==> config.mk <==
export PLATFORM = sky130hd
export DESIGN_NAME = i2c_register_burst_master
export DESIGN_NICKNAME = d
export VERILOG_FILES = /design/src/rtl/i2crbm_pkg.sv /design/src/rtl/i2crbm_front.sv /design/src/rtl/i2crbm_back.sv /design/src/rtl/i2c_register_burst_master.sv
export SDC_FILE = /design/constraint.sdc
export NUM_CORES = 1
export LEC_CHECK = 0
export BUFFER_PORTS_ARGS = -buffer_cell sky130_fd_sc_hd__buf_2
export CAP_MARGIN = 20
export CORE_ASPECT_RATIO = 0.5
export CORE_MARGIN = 1
export CORE_UTILIZATION = 62
export CTS_CLUSTER_DIAMETER = 150
export CTS_CLUSTER_SIZE = 14
export DETAILED_ROUTE_END_ITERATION = 16
export GPL_TIMING_DRIVEN = 1
export MAX_ROUTING_LAYER = met4
export PLACE_DENSITY = 0.87
export SETUP_SLACK_MARGIN = 0.2
export SLEW_MARGIN = 20
export SYNTH_ARGS = -nofsm -noshare
export SYNTH_HDL_FRONTEND = slang
export SYNTH_SLANG_ARGS = --single-unit
==> constraint.sdc <==
create_clock -name i_clk -period 5.9 [get_ports i_clk]
set_input_delay 1.18 -clock i_clk [delete_from_list [all_inputs] [get_ports i_clk]]
set_output_delay 1.18 -clock i_clk [all_outputs]
set_load 0.02 [all_outputs]
==> src/rtl/i2crbm_pkg.sv <==
// ----------------------------------------------------------------------------
// i2crbm_pkg
// shared types, codes and constants of the i2c register burst master
// ----------------------------------------------------------------------------
package i2crbm_pkg;

    localparam int MAX_BURST = 16;
    localparam int FILL_W    = $clog2(MAX_BURST + 1);
    localparam int IDX_W     = $clog2(MAX_BURST);

    // command codes
    localparam logic [1:0] CMD_TICK  = 2'd0;
    localparam logic [1:0] CMD_READ  = 2'd1;
    localparam logic [1:0] CMD_WRITE = 2'd2;
    localparam logic [1:0] CMD_PUSH  = 2'd3;

    // register indexes
    localparam logic [1:0] REG_DEV     = 2'd0;
    localparam logic [1:0] REG_TIMEOUT = 2'd1;
    localparam logic [1:0] REG_PHASE   = 2'd2;
    localparam logic [1:0] REG_SS      = 2'd3;

    // bus phases
    localparam logic [3:0] P_IDLE        = 4'd0;
    localparam logic [3:0] P_START_SETUP = 4'd1;
    localparam logic [3:0] P_START_HOLD  = 4'd2;
    localparam logic [3:0] P_SEND_LOW    = 4'd3;
    localparam logic [3:0] P_SEND_HIGH   = 4'd4;
    localparam logic [3:0] P_SEND_TAIL   = 4'd5;
    localparam logic [3:0] P_ACK_LOW     = 4'd6;
    localparam logic [3:0] P_ACK_HIGH    = 4'd7;
    localparam logic [3:0] P_RECV_LOW    = 4'd8;
    localparam logic [3:0] P_RECV_HIGH   = 4'd9;
    localparam logic [3:0] P_MACK_LOW    = 4'd10;
    localparam logic [3:0] P_MACK_HIGH   = 4'd11;
    localparam logic [3:0] P_STOP_LOW    = 4'd12;
    localparam logic [3:0] P_STOP_SETUP  = 4'd13;
    localparam logic [3:0] P_STOP_HIGH   = 4'd14;

    // burst stages
    localparam logic [1:0] S_ADDR_W = 2'd0;
    localparam logic [1:0] S_REG    = 2'd1;
    localparam logic [1:0] S_ADDR_R = 2'd2;
    localparam logic [1:0] S_DATA   = 2'd3;

    localparam int QDEPTH = 2;

    typedef struct packed {
        logic [1:0] command;
        logic [7:0] register_address;
        logic [4:0] transfer_length;
        logic [7:0] write_byte;
        logic       sda_in;
    } t_in;

    typedef struct packed {
        logic       scl_level;
        logic       sda_pull_low;
        logic       busy_res;
        logic       read_valid;
        logic [7:0] read_byte;
        logic       read_last;
        logic       done_res;
        logic       nack_error;
    } t_out;

    // classified word from front to back
    typedef struct packed {
        logic       is_tick;
        logic       is_begin;
        logic       is_read;
        logic       is_push;
        logic [7:0] register_address;
        logic [4:0] length;
        logic [7:0] write_byte;
        logic       sda_in;
    } t_op;

endpackage

==> src/rtl/i2crbm_front.sv <==
// ----------------------------------------------------------------------------
// i2crbm_front
// decodes input words and saturates the burst length into a short queue
// ----------------------------------------------------------------------------
module i2crbm_front (
    input  logic              i_clk,
    input  logic              i_rst_n,
    input  logic              i_push,
    output logic              o_full,
    input  i2crbm_pkg::t_in   i_data,
    output logic              o_valid,
    input  logic              i_take,
    output i2crbm_pkg::t_op   o_op
);
    i2crbm_pkg::t_op r_q [i2crbm_pkg::QDEPTH];
    logic            r_wp, r_rp;
    logic [1:0]      r_cnt;
    i2crbm_pkg::t_op w_op;
    logic            w_in, w_out;

    // classify
    always_comb begin
        w_op = '0;
        unique case (i_data.command)
            i2crbm_pkg::CMD_TICK:  w_op.is_tick = 1'b1;
            i2crbm_pkg::CMD_READ:  begin w_op.is_begin = 1'b1; w_op.is_read = 1'b1; end
            i2crbm_pkg::CMD_WRITE: w_op.is_begin = 1'b1;
            default:               w_op.is_push = 1'b1;
        endcase
        w_op.register_address = i_data.register_address;
        w_op.length = (i_data.transfer_length > 5'(i2crbm_pkg::MAX_BURST))
                    ? 5'(i2crbm_pkg::MAX_BURST) : i_data.transfer_length;
        w_op.write_byte = i_data.write_byte;
        w_op.sda_in     = i_data.sda_in;
    end

    assign o_full  = (r_cnt == 2'd2);
    assign o_valid = (r_cnt != 2'd0);
    assign o_op    = r_q[r_rp];
    assign w_in    = i_push && !o_full;
    assign w_out   = i_take && o_valid;

    // queue storage
    always_ff @(posedge i_clk) begin
        if (w_in) begin
            r_q[r_wp] <= w_op;
        end
    end

    // queue pointers
    always_ff @(posedge i_clk) begin
        if (!i_rst_n) begin
            r_wp <= 1'b0; r_rp <= 1'b0; r_cnt <= 2'd0;
        end else begin
            if (w_in)  r_wp <= ~r_wp;
            if (w_out) r_rp <= ~r_rp;
            r_cnt <= r_cnt + 2'(w_in) - 2'(w_out);
        end
    end
endmodule

==> src/rtl/i2crbm_back.sv <==
// ----------------------------------------------------------------------------
// i2crbm_back
// bus sequencer: one queued word per cycle while the result queue has room, results into a two-entry queue
// ----------------------------------------------------------------------------
module i2crbm_back (
    input  logic              i_clk,
    input  logic              i_rst_n,
    input  logic              i_valid,
    output logic              o_take,
    input  i2crbm_pkg::t_op   i_op,
    input  logic [6:0]        i_dev,
    input  logic [7:0]        i_timeout,
    input  logic [7:0]        i_phase_t,
    input  logic [7:0]        i_ss_t,
    output logic              o_empty,
    input  logic              i_pop,
    output i2crbm_pkg::t_out  o_res
);
    logic [3:0] r_phase, n_phase;
    logic [2:0] r_bit, n_bit;
    logic [4:0] r_byte, n_byte;
    logic [7:0] r_sh, n_sh;
    logic [7:0] r_tick, n_tick;
    logic [7:0] r_ackw, n_ackw;
    logic [i2crbm_pkg::FILL_W-1:0] r_fill, n_fill;
    logic [7:0] r_reg, n_reg;
    logic [4:0] r_len, n_len;
    logic       r_rd, n_rd;
    logic [1:0] r_stage, n_stage;
    logic       r_fail, n_fail;
    logic [7:0] r_store [i2crbm_pkg::MAX_BURST];

    i2crbm_pkg::t_out r_oq [2];
    logic             r_owp, r_orp;
    logic [1:0]       r_ocnt;
    i2crbm_pkg::t_out w_res;
    logic             w_go, w_over, w_store_wr, w_last;
    logic [7:0]       w_dur;
    logic [4:0]       w_bnext;
    logic [7:0]       w_sdat;

    assign o_take  = i_valid && (r_ocnt != 2'd2);
    assign w_go    = o_take;
    assign o_empty = (r_ocnt == 2'd0);
    assign o_res   = r_oq[r_orp];
    assign w_last  = (6'(r_byte) + 6'd1) >= 6'(r_len);
    assign w_bnext = r_byte + 5'd1;

    // duration of current phase and timer compare
    always_comb begin
        unique case (r_phase)
            i2crbm_pkg::P_START_SETUP, i2crbm_pkg::P_START_HOLD,
            i2crbm_pkg::P_STOP_LOW, i2crbm_pkg::P_STOP_SETUP,
            i2crbm_pkg::P_STOP_HIGH: w_dur = i_ss_t;
            default:                 w_dur = i_phase_t;
        endcase
        if (w_dur == 8'd0) w_dur = 8'd1;
        w_over = (9'(r_tick) + 9'd1) >= 9'(w_dur);
    end

    // store read for the next data byte
    always_comb begin
        w_sdat = 8'd0;
        if (w_bnext < 5'(i2crbm_pkg::MAX_BURST))
            w_sdat = r_store[w_bnext[i2crbm_pkg::IDX_W-1:0]];
    end

    // sequencer
    always_comb begin
        n_phase = r_phase; n_bit = r_bit; n_byte = r_byte; n_sh = r_sh;
        n_tick = r_tick; n_ackw = r_ackw; n_fill = r_fill; n_reg = r_reg;
        n_len = r_len; n_rd = r_rd; n_stage = r_stage; n_fail = r_fail;
        w_store_wr = 1'b0;
        w_res = '0;
        if (i_op.is_begin) begin
            if (r_phase == i2crbm_pkg::P_IDLE) begin
                n_reg = i_op.register_address; n_len = i_op.length;
                n_rd = i_op.is_read; n_stage = i2crbm_pkg::S_ADDR_W;
                n_fail = 1'b0; n_byte = 5'd0;
                n_phase = i2crbm_pkg::P_START_SETUP; n_tick = 8'd0; n_ackw = 8'd0;
            end
        end else if (i_op.is_push) begin
            if (r_phase == i2crbm_pkg::P_IDLE
                && r_fill < i2crbm_pkg::FILL_W'(i2crbm_pkg::MAX_BURST)) begin
                w_store_wr = 1'b1;
                n_fill = r_fill + 1'b1;
            end
        end else begin
            n_tick = w_over ? 8'd0 : r_tick + 8'd1;
            unique case (r_phase)
                i2crbm_pkg::P_START_SETUP:
                    if (w_over) begin n_phase = i2crbm_pkg::P_START_HOLD; n_ackw = 8'd0; end
                i2crbm_pkg::P_START_HOLD:
                    if (w_over) begin
                        n_sh = {i_dev, r_stage == i2crbm_pkg::S_ADDR_R};
                        n_bit = 3'd0; n_phase = i2crbm_pkg::P_SEND_LOW; n_ackw = 8'd0;
                    end
                i2crbm_pkg::P_SEND_LOW:
                    if (w_over) begin n_phase = i2crbm_pkg::P_SEND_HIGH; n_ackw = 8'd0; end
                i2crbm_pkg::P_SEND_HIGH:
                    if (w_over) begin n_phase = i2crbm_pkg::P_SEND_TAIL; n_ackw = 8'd0; end
                i2crbm_pkg::P_SEND_TAIL:
                    if (w_over) begin
                        n_sh = {r_sh[6:0], 1'b0}; n_ackw = 8'd0;
                        if (r_bit == 3'd7) n_phase = i2crbm_pkg::P_ACK_LOW;
                        else begin n_bit = r_bit + 3'd1; n_phase = i2crbm_pkg::P_SEND_LOW; end
                    end
                i2crbm_pkg::P_ACK_LOW: begin
                    n_phase = i2crbm_pkg::P_ACK_HIGH; n_tick = 8'd0; n_ackw = 8'd0;
                end
                i2crbm_pkg::P_ACK_HIGH: begin
                    n_tick = r_tick;
                    if (!i_op.sda_in) begin
                        n_tick = 8'd0; n_ackw = 8'd0;
                        unique case (r_stage)
                            i2crbm_pkg::S_ADDR_W: begin
                                n_stage = i2crbm_pkg::S_REG; n_sh = r_reg;
                                n_bit = 3'd0; n_phase = i2crbm_pkg::P_SEND_LOW;
                            end
                            i2crbm_pkg::S_REG:
                                if (r_rd) begin
                                    n_stage = i2crbm_pkg::S_ADDR_R;
                                    n_phase = i2crbm_pkg::P_START_SETUP;
                                end else if (r_len == 5'd0) begin
                                    n_fail = 1'b0; n_phase = i2crbm_pkg::P_STOP_LOW;
                                end else begin
                                    n_stage = i2crbm_pkg::S_DATA; n_byte = 5'd0;
                                    n_sh = r_store[0]; n_bit = 3'd0;
                                    n_phase = i2crbm_pkg::P_SEND_LOW;
                                end
                            i2crbm_pkg::S_ADDR_R:
                                if (r_len == 5'd0) begin
                                    n_fail = 1'b0; n_phase = i2crbm_pkg::P_STOP_LOW;
                                end else begin
                                    n_byte = 5'd0; n_bit = 3'd0; n_sh = 8'd0;
                                    n_phase = i2crbm_pkg::P_RECV_LOW;
                                end
                            default: begin
                                n_byte = w_bnext;
                                if (w_bnext >= r_len) begin
                                    n_fail = 1'b0; n_phase = i2crbm_pkg::P_STOP_LOW;
                                end else begin
                                    n_sh = w_sdat; n_bit = 3'd0;
                                    n_phase = i2crbm_pkg::P_SEND_LOW;
                                end
                            end
                        endcase
                    end else if (r_ackw >= i_timeout) begin
                        n_fail = 1'b1; n_phase = i2crbm_pkg::P_STOP_LOW;
                        n_tick = 8'd0; n_ackw = 8'd0;
                    end else begin
                        n_ackw = r_ackw + 8'd1;
                    end
                end
                i2crbm_pkg::P_RECV_LOW:
                    if (w_over) begin n_phase = i2crbm_pkg::P_RECV_HIGH; n_ackw = 8'd0; end
                i2crbm_pkg::P_RECV_HIGH: begin
                    if (r_tick == 8'd0) n_sh = {r_sh[6:0], i_op.sda_in};
                    if (w_over) begin
                        n_ackw = 8'd0;
                        if (r_bit == 3'd7) n_phase = i2crbm_pkg::P_MACK_LOW;
                        else begin n_bit = r_bit + 3'd1; n_phase = i2crbm_pkg::P_RECV_LOW; end
                    end
                end
                i2crbm_pkg::P_MACK_LOW:
                    if (w_over) begin n_phase = i2crbm_pkg::P_MACK_HIGH; n_ackw = 8'd0; end
                i2crbm_pkg::P_MACK_HIGH:
                    if (w_over) begin
                        w_res.read_valid = 1'b1; w_res.read_byte = r_sh;
                        w_res.read_last = w_last;
                        n_byte = w_bnext; n_ackw = 8'd0;
                        if (w_bnext >= r_len) begin
                            n_fail = 1'b0; n_phase = i2crbm_pkg::P_STOP_LOW;
                        end else begin
                            n_bit = 3'd0; n_sh = 8'd0; n_phase = i2crbm_pkg::P_RECV_LOW;
                        end
                    end
                i2crbm_pkg::P_STOP_LOW:
                    if (w_over) begin n_phase = i2crbm_pkg::P_STOP_SETUP; n_ackw = 8'd0; end
                i2crbm_pkg::P_STOP_SETUP:
                    if (w_over) begin n_phase = i2crbm_pkg::P_STOP_HIGH; n_ackw = 8'd0; end
                i2crbm_pkg::P_STOP_HIGH:
                    if (w_over) begin
                        w_res.done_res = 1'b1; w_res.nack_error = r_fail;
                        if (!r_rd) n_fill = '0;
                        n_fail = 1'b0; n_phase = i2crbm_pkg::P_IDLE; n_ackw = 8'd0;
                    end
                default: begin
                    n_phase = i2crbm_pkg::P_IDLE; n_tick = r_tick;
                end
            endcase
        end
        // line levels: before a tick, after a command
        begin
            logic [3:0] lp;
            logic       lb, ll;
            lp = i_op.is_tick ? r_phase : n_phase;
            lb = i_op.is_tick ? r_sh[7] : n_sh[7];
            ll = w_last;
            w_res.scl_level = 1'b1; w_res.sda_pull_low = 1'b0;
            unique case (lp)
                i2crbm_pkg::P_START_HOLD: w_res.sda_pull_low = 1'b1;
                i2crbm_pkg::P_SEND_LOW, i2crbm_pkg::P_SEND_TAIL: begin
                    w_res.scl_level = 1'b0; w_res.sda_pull_low = !lb;
                end
                i2crbm_pkg::P_SEND_HIGH: w_res.sda_pull_low = !lb;
                i2crbm_pkg::P_ACK_LOW, i2crbm_pkg::P_RECV_LOW: w_res.scl_level = 1'b0;
                i2crbm_pkg::P_MACK_LOW: begin
                    w_res.scl_level = 1'b0; w_res.sda_pull_low = !ll;
                end
                i2crbm_pkg::P_MACK_HIGH: w_res.sda_pull_low = !ll;
                i2crbm_pkg::P_STOP_LOW: begin
                    w_res.scl_level = 1'b0; w_res.sda_pull_low = 1'b1;
                end
                i2crbm_pkg::P_STOP_SETUP: w_res.sda_pull_low = 1'b1;
                default: ;
            endcase
            w_res.busy_res = (lp != i2crbm_pkg::P_IDLE);
        end
    end

    // write byte store
    always_ff @(posedge i_clk) begin
        if (w_go && w_store_wr) begin
            r_store[r_fill[i2crbm_pkg::IDX_W-1:0]] <= i_op.write_byte;
        end
    end

    // sequencer state
    always_ff @(posedge i_clk) begin
        if (!i_rst_n) begin
            r_phase <= i2crbm_pkg::P_IDLE; r_bit <= '0; r_byte <= '0; r_sh <= '0;
            r_tick <= '0; r_ackw <= '0; r_fill <= '0; r_reg <= '0; r_len <= '0;
            r_rd <= 1'b0; r_stage <= i2crbm_pkg::S_ADDR_W; r_fail <= 1'b0;
        end else if (w_go) begin
            r_phase <= n_phase; r_bit <= n_bit; r_byte <= n_byte; r_sh <= n_sh;
            r_tick <= n_tick; r_ackw <= n_ackw; r_fill <= n_fill; r_reg <= n_reg;
            r_len <= n_len; r_rd <= n_rd; r_stage <= n_stage; r_fail <= n_fail;
        end
    end

    // result queue storage
    always_ff @(posedge i_clk) begin
        if (w_go) r_oq[r_owp] <= w_res;
    end

    // result queue pointers
    always_ff @(posedge i_clk) begin
        if (!i_rst_n) begin
            r_owp <= 1'b0; r_orp <= 1'b0; r_ocnt <= 2'd0;
        end else begin
            if (w_go) r_owp <= ~r_owp;
            if (i_pop && !o_empty) r_orp <= ~r_orp;
            r_ocnt <= r_ocnt + 2'(w_go) - 2'(i_pop && !o_empty);
        end
    end
endmodule

==> src/rtl/i2c_register_burst_master.sv <==
// ----------------------------------------------------------------------------
// i2c_register_burst_master
// i2c register read/write burst engine stepped by timebase tick words
// ----------------------------------------------------------------------------
// Each input word is a timebase tick or a command and yields exactly one
// result word with the bus levels, status and any received byte. Words flow
// at one per cycle while the result queue has room: a two-entry input queue
// feeds the sequencer, which handles one word per cycle into a two-entry
// result queue and stalls while it is full; its next-state logic is combinational.
module i2c_register_burst_master (
    input  logic              i_clk,
    input  logic              i_rst_n,
    input  logic              push,
    output logic              full,
    input  i2crbm_pkg::t_in   i_data,
    output logic              empty,
    input  logic              pop,
    output i2crbm_pkg::t_out  o_data,
    input  logic              i_cfg_we,
    input  logic [1:0]        i_cfg_index,
    input  logic [7:0]        i_cfg_data
);
    logic [6:0] r_dev;
    logic [7:0] r_timeout, r_phase_t, r_ss_t;
    logic       w_valid, w_take;
    i2crbm_pkg::t_op w_op;

    // configuration registers
    always_ff @(posedge i_clk) begin
        if (!i_rst_n) begin
            r_dev <= 7'd0; r_timeout <= 8'd250; r_phase_t <= 8'd2; r_ss_t <= 8'd5;
        end else if (i_cfg_we) begin
            unique case (i_cfg_index)
                i2crbm_pkg::REG_DEV:     r_dev     <= i_cfg_data[6:0];
                i2crbm_pkg::REG_TIMEOUT: r_timeout <= i_cfg_data;
                i2crbm_pkg::REG_PHASE:   r_phase_t <= i_cfg_data;
                default:                 r_ss_t    <= i_cfg_data;
            endcase
        end
    end

    i2crbm_front u_front (
        .i_clk, .i_rst_n, .i_push(push), .o_full(full), .i_data,
        .o_valid(w_valid), .i_take(w_take), .o_op(w_op)
    );

    i2crbm_back u_back (
        .i_clk, .i_rst_n, .i_valid(w_valid), .o_take(w_take), .i_op(w_op),
        .i_dev(r_dev), .i_timeout(r_timeout), .i_phase_t(r_phase_t),
        .i_ss_t(r_ss_t), .o_empty(empty), .i_pop(pop), .o_res(o_data)
    );

`ifndef SYNTHESIS
    // a done word never carries a read byte
    a_done_no_read: assert property (@(posedge i_clk) disable iff (!i_rst_n)
        !empty |-> !(o_data.done_res && o_data.read_valid)) else $error("done with data");
    // an error is only reported with done
    a_err_done: assert property (@(posedge i_clk) disable iff (!i_rst_n)
        !empty && o_data.nack_error |-> o_data.done_res) else $error("stray error");
    // a read byte is presented only while busy
    a_read_busy: assert property (@(posedge i_clk) disable iff (!i_rst_n)
        !empty && o_data.read_valid |-> o_data.busy_res) else $error("read when idle");
`endif
endmodule

## Word level (Yosys, flattened, before mapping)

Memory sizes are Yosys's and may differ from the RTL's. A register that Yosys moved wholly into a read port is not among the register bits.
Cells that the tools add are included.

- Flip-flop bits (word level): 97
- RAM bits: 210
- Input port bits: 39
- Output and inout port bits: 17
- Word-level logic and storage cells: 291
- Memories: 3

- $add $sub $neg: 11
- $lt $le $gt $ge: 7
- Equal/unequal tests: 60
- Muxes and demuxes: 128
- Bitwise operators: 7
- Reduce and logical (&&, ||, !) cells: 52

Memories:

| memory | depth | width | read ports | clocked after Yosys merged registers in | write ports | RTL line | source |
|---|---|---|---|---|---|---|---|
| u_back.r_store | 16 | 8 | 2 | 0 | 1 | i2crbm_back.sv:31 | `logic [7:0] r_store [i2crbm_pkg::MAX_BURST];` |
| u_front.r_q | 2 | 26 | 1 | 1 | 1 | i2crbm_front.sv:15 | `i2crbm_pkg::t_op r_q [i2crbm_pkg::QDEPTH];` |
| u_back.r_oq | 2 | 15 | 1 | 1 | 1 | i2crbm_back.sv:33 | `i2crbm_pkg::t_out r_oq [2];` |

Operator list:

| kind | count |
|---|---|
| 8-bit two-way mux | 26 |
| 4-bit two-way mux | 21 |
| 8-bit case mux with 3 select lines | 3 |
| 5-bit two-way mux | 13 |
| 4-bit case mux with 14 select lines | 1 |
| 4-bit equality test (second input constant) | 12 |
| 8-bit case mux with 5 select lines | 1 |
| 3-bit two-way mux | 11 |
| 1-bit two-way mux | 29 |
| 4-bit by 3-bit equality test with 1-bit output (second input constant) | 7 |
| 12-bit two-way mux | 2 |
| 10-bit two-way mux | 2 |
| 2-bit two-way mux | 10 |
| 8-bit by 1-bit adder with 8-bit output (second input constant) | 2 |
| 4-bit by 2-bit equality test with 1-bit output (second input constant) | 4 |
| 8-bit logical NOT | 2 |
| 2-bit by 1-bit != test with 1-bit output (second input constant) | 8 |
| 4-bit nonzero test | 4 |
| 5-bit case mux with 3 select lines | 1 |
| 14-bit AND reduction | 1 |
| 2-bit != test (second input constant) | 6 |
| 3-bit case mux with 4 select lines | 1 |
| 4-bit case mux with 3 select lines | 1 |
| 12-bit OR reduction | 1 |
| other kinds (48) | 96 |

## Logic depth before layout (Yosys ltp)

- Depth in word-level cells: 14
- Depth in mapped cells: 20
- Depth with buffers taken out: 16

## Modules after synthesis

Synthesis repeated with hierarchy kept, for this count alone.

- Cell total of the unflattened synthesis: 1139
- Area total of the unflattened synthesis: 14365.0 µm²

By module, submodules not included:

| module | times used | cells an instance | area each (µm²) | seq. area each (µm²) |
|---|---|---|---|---|
| i2crbm_back | 1 | 897 | 10851.7 | 6005.8 |
| i2crbm_front | 1 | 118 | 2290.9 | 1661.6 |
| i2c_register_burst_master | 1 | 124 | 1222.4 | 620.6 |

## Least setup slack after synthesis

OpenSTA, ideal clock, no wires.

- Path type: reg-to-reg
- Start: register u_back.r_phase[0]
- End: memory u_back.r_oq[0][13] (netlist bit), data pin
- Setup time: 0.257 ns
- Arrival time: 4.107 ns
- Data required time: 5.643 ns
- Setup slack: 1.536 ns
- Cell stages (with the launch flop): 17
- Buffers on the path: 2
- Clock period less this slack: 4.364 ns
- Cells stage by stage: dfxtp_1 > clkbuf_1 > clkbuf_1 > nor2_1 > nor2_1 > o211ai_1 > mux2i_1 > ha_1 > a21oi_1 > o22ai_1 > a211oi_1 > nand2_2 > a21o_1 > a32o_1 > a221oi_2 > a221oi_1 > a21o_1

RTL lines:

| what | RTL line | source |
|---|---|---|
| start, declared | i2crbm_back.sv:19 | `logic [3:0] r_phase, n_phase;` |
| start signal, assigned | i2crbm_back.sv:236 | `r_phase <= n_phase; r_bit <= n_bit; r_byte <= n_byte; r_sh <= n_sh;` |
| end, declared | i2crbm_back.sv:33 |  |

==> metrics.txt <==
initial core utilization 64.4%; Fin. Hold Viols 0; number of synthesized flops with an enable pin 210; Reg clk slew, reported paths 0.08 ns; top post-synthesis cells by area edfxtp_1, dfxtp_1, mux4_2; RSZ-0062 raised after global routing false; Slew HR 19.6%; Starting DRT DRC Count approximately 1200; largest net degree at the start of global routing between 70 and 80; Post-Syn Instances around 1100; Fmax between 200 and 250 MHz; Worst-Margin Slew 1.20 ns; Synth Area per Inst around 13 µm²; Total GRT Usage 30.6%; ys flop type edfxtp_1; DRT Wirelength 34.3 mm; port bufs 55; CP Launch Type flop; total iterations of the first detailed-routing run 6; Residual DRC 0; Cell Pwr Density between 300 and 400 mW/mm²; count of nets after finishing around 1300; Crit Path Class reg -> reg; Synth async-reset ratio 0%; Core Rows 38; critical path arrival between 4 and 5 ns; RePlAce Congestion approximately 0.95; share of cells above drive strength 1 around 15%; Tmin final ~4.6 ns; Setup TNS 0 ns; Hold/Removal Path Class reg -> reg; count of cell types in the netlist 71; total core area 0.0221 mm²; clk_lat worst skew 0.57 ns; fillers between 1000 and 1500; hold bufs inserted after CTS 0; total power 6150 µW; CTS tree built; # setup viols final 0; DRT antenna net count 0; Die Ht 109 µm; Max H-tree Level 1; Worst Skew 0.0212 ns; WP data required 6.21 ns; max-cap viol count 0; FF+latch count, synth 309; Clk Tree Root Cell clkbuf_16; GRT Residual Overflow 0; total setup buffers inserted after CTS 0; Post-Syn Area 0.0142 mm²; most numerous cell in the Yosys netlist edfxtp_1; die footprint 0.0236 mm²; LEAKAGE ~0.0057 µW; vias in the first global route between 9000 and 10000; Die Span X 216 µm; VDD IR max around 0.29 mV; status finished clean; initial antenna violation count 2; Max Buffers Root-to-Sink 3; CP Capture Type flop; post-synth net total 1207; post-DP HPWL between 20 and 25 mm; Synth top area share 44.3%; largest area contributor in the netlist edfxtp_1; Yosys warnings 0; CTS resizes 0; sequential fraction of the synthesis area between 50% and 60%; Num CTS Buffers 26; final worst-path cycle share 77.8%; global-route wire length before repair 52.7 mm; DR vias 9647; Largest register FFs 128; CP max FO 9; wire per inst 23.0 µm; synthesis-to-layout area growth 9.59%; Via density about 6.5; clk sink count 309; Commonest cells post-synth edfxtp_1, nand2_1, dfxtp_1; max-slew violations 0; # IOs 56
==> routing by layer <==
metal,global-route usage (%),vias up,part of all wire [%]
li1,-,4315,-
met2,48.4,473,46
met1,40.4,4768,42
met4,8.90,0,2.7
met3,6.28,91,9.0
met5,-,-,0
==> worst paths after layout <==
path                startpoint            endpoint  slack [ns]  depth (start not counted)
max reg2reg  u_back.r_phase[0]  u_back.r_oq[1][14]        1.31                         16
min reg2reg       r_phase_t[3]        r_phase_t[3]        0.47                          2
min               r_phase_t[3]        r_phase_t[3]        0.47                          2
max          u_back.r_phase[0]  u_back.r_oq[1][14]        1.31                         16
==> cell usage in the layout (no fill, tap or decap), drive strengths merged, types with 31 or more instances in the layout <==
cell	synthesis	final
ha	43	43
inv	40	40
mux4	40	40
nor2	74	74
clkbuf	43	45
buf	10	72
nand2	119	119
dfxtp	99	99
o21ai	31	31
mux2i	38	38
edfxtp	210	210
==> stage by stage <==
stage | util [%] | worst slack (ns) | area, µm² | std cells | hold slack (ns)
floorplan | - | 1.54 | 14200 | 1125 | 0.440
global placement | 67.0 | 1.56 | 14800 | 1443 | 0.457
detailed placement | 67.0 | 1.38 | 14800 | 1444 | 0.464
CTS | 70.5 | 1.32 | 15600 | 1491 | 0.474
global route | 70.6 | 1.02 | 15600 | 1492 | 0.480
finish | 70.6 | 1.31 | 15600 | 1492 | 0.474
==> where the power goes <==
group / internal [µW] / switching, µW
sequential: 2640 / 140
clock: 838 / 786
combinational: 626 / 1120
==> critical path, stage by stage, from the launching register on <==
cell	delay, ns
dfxtp_1	0.37
nor2_1	0.12
nor2_1	0.04
o211ai_1	0.73
mux2i_1	0.36
nand3_1	0.11
o21ai_0	0.19
ha_1	0.15
nand2b_1	0.09
nand3_1	0.07
a211o_1	0.38
and2_0	0.35
a2111oi_0	0.64
o2bb2ai_1	0.28
nor2_1	0.17
xnor2_1	0.08
o21a_1	0.19
==> logic make-up after synthesis <==
kind of cell | synth area share, %
compound gates | 10.9
xor+xnor | 1.92
fa+ha+maj | 3.78
buf+inv | 2.50
flops | 58.2
mux | 11.2
simple gates | 11.4
==> cell type report <==
class / instances / area, µm² / area share, %
flip-flops and latches: 309 / 8290 / 53.1
multi-input cells: 723 / 5610 / 36.0
clock buffers: 45 / 722 / 4.63
repair buffers: 72 / 400 / 2.57
well taps: 300 / 375 / 2.41
inverters: 40 / 150 / 0.962
clock inverters: 2 / 46.3 / 0.297
diodes: 1 / 2.50 / 0.0160
No activity file was read; power rests on OpenSTA's default activity.
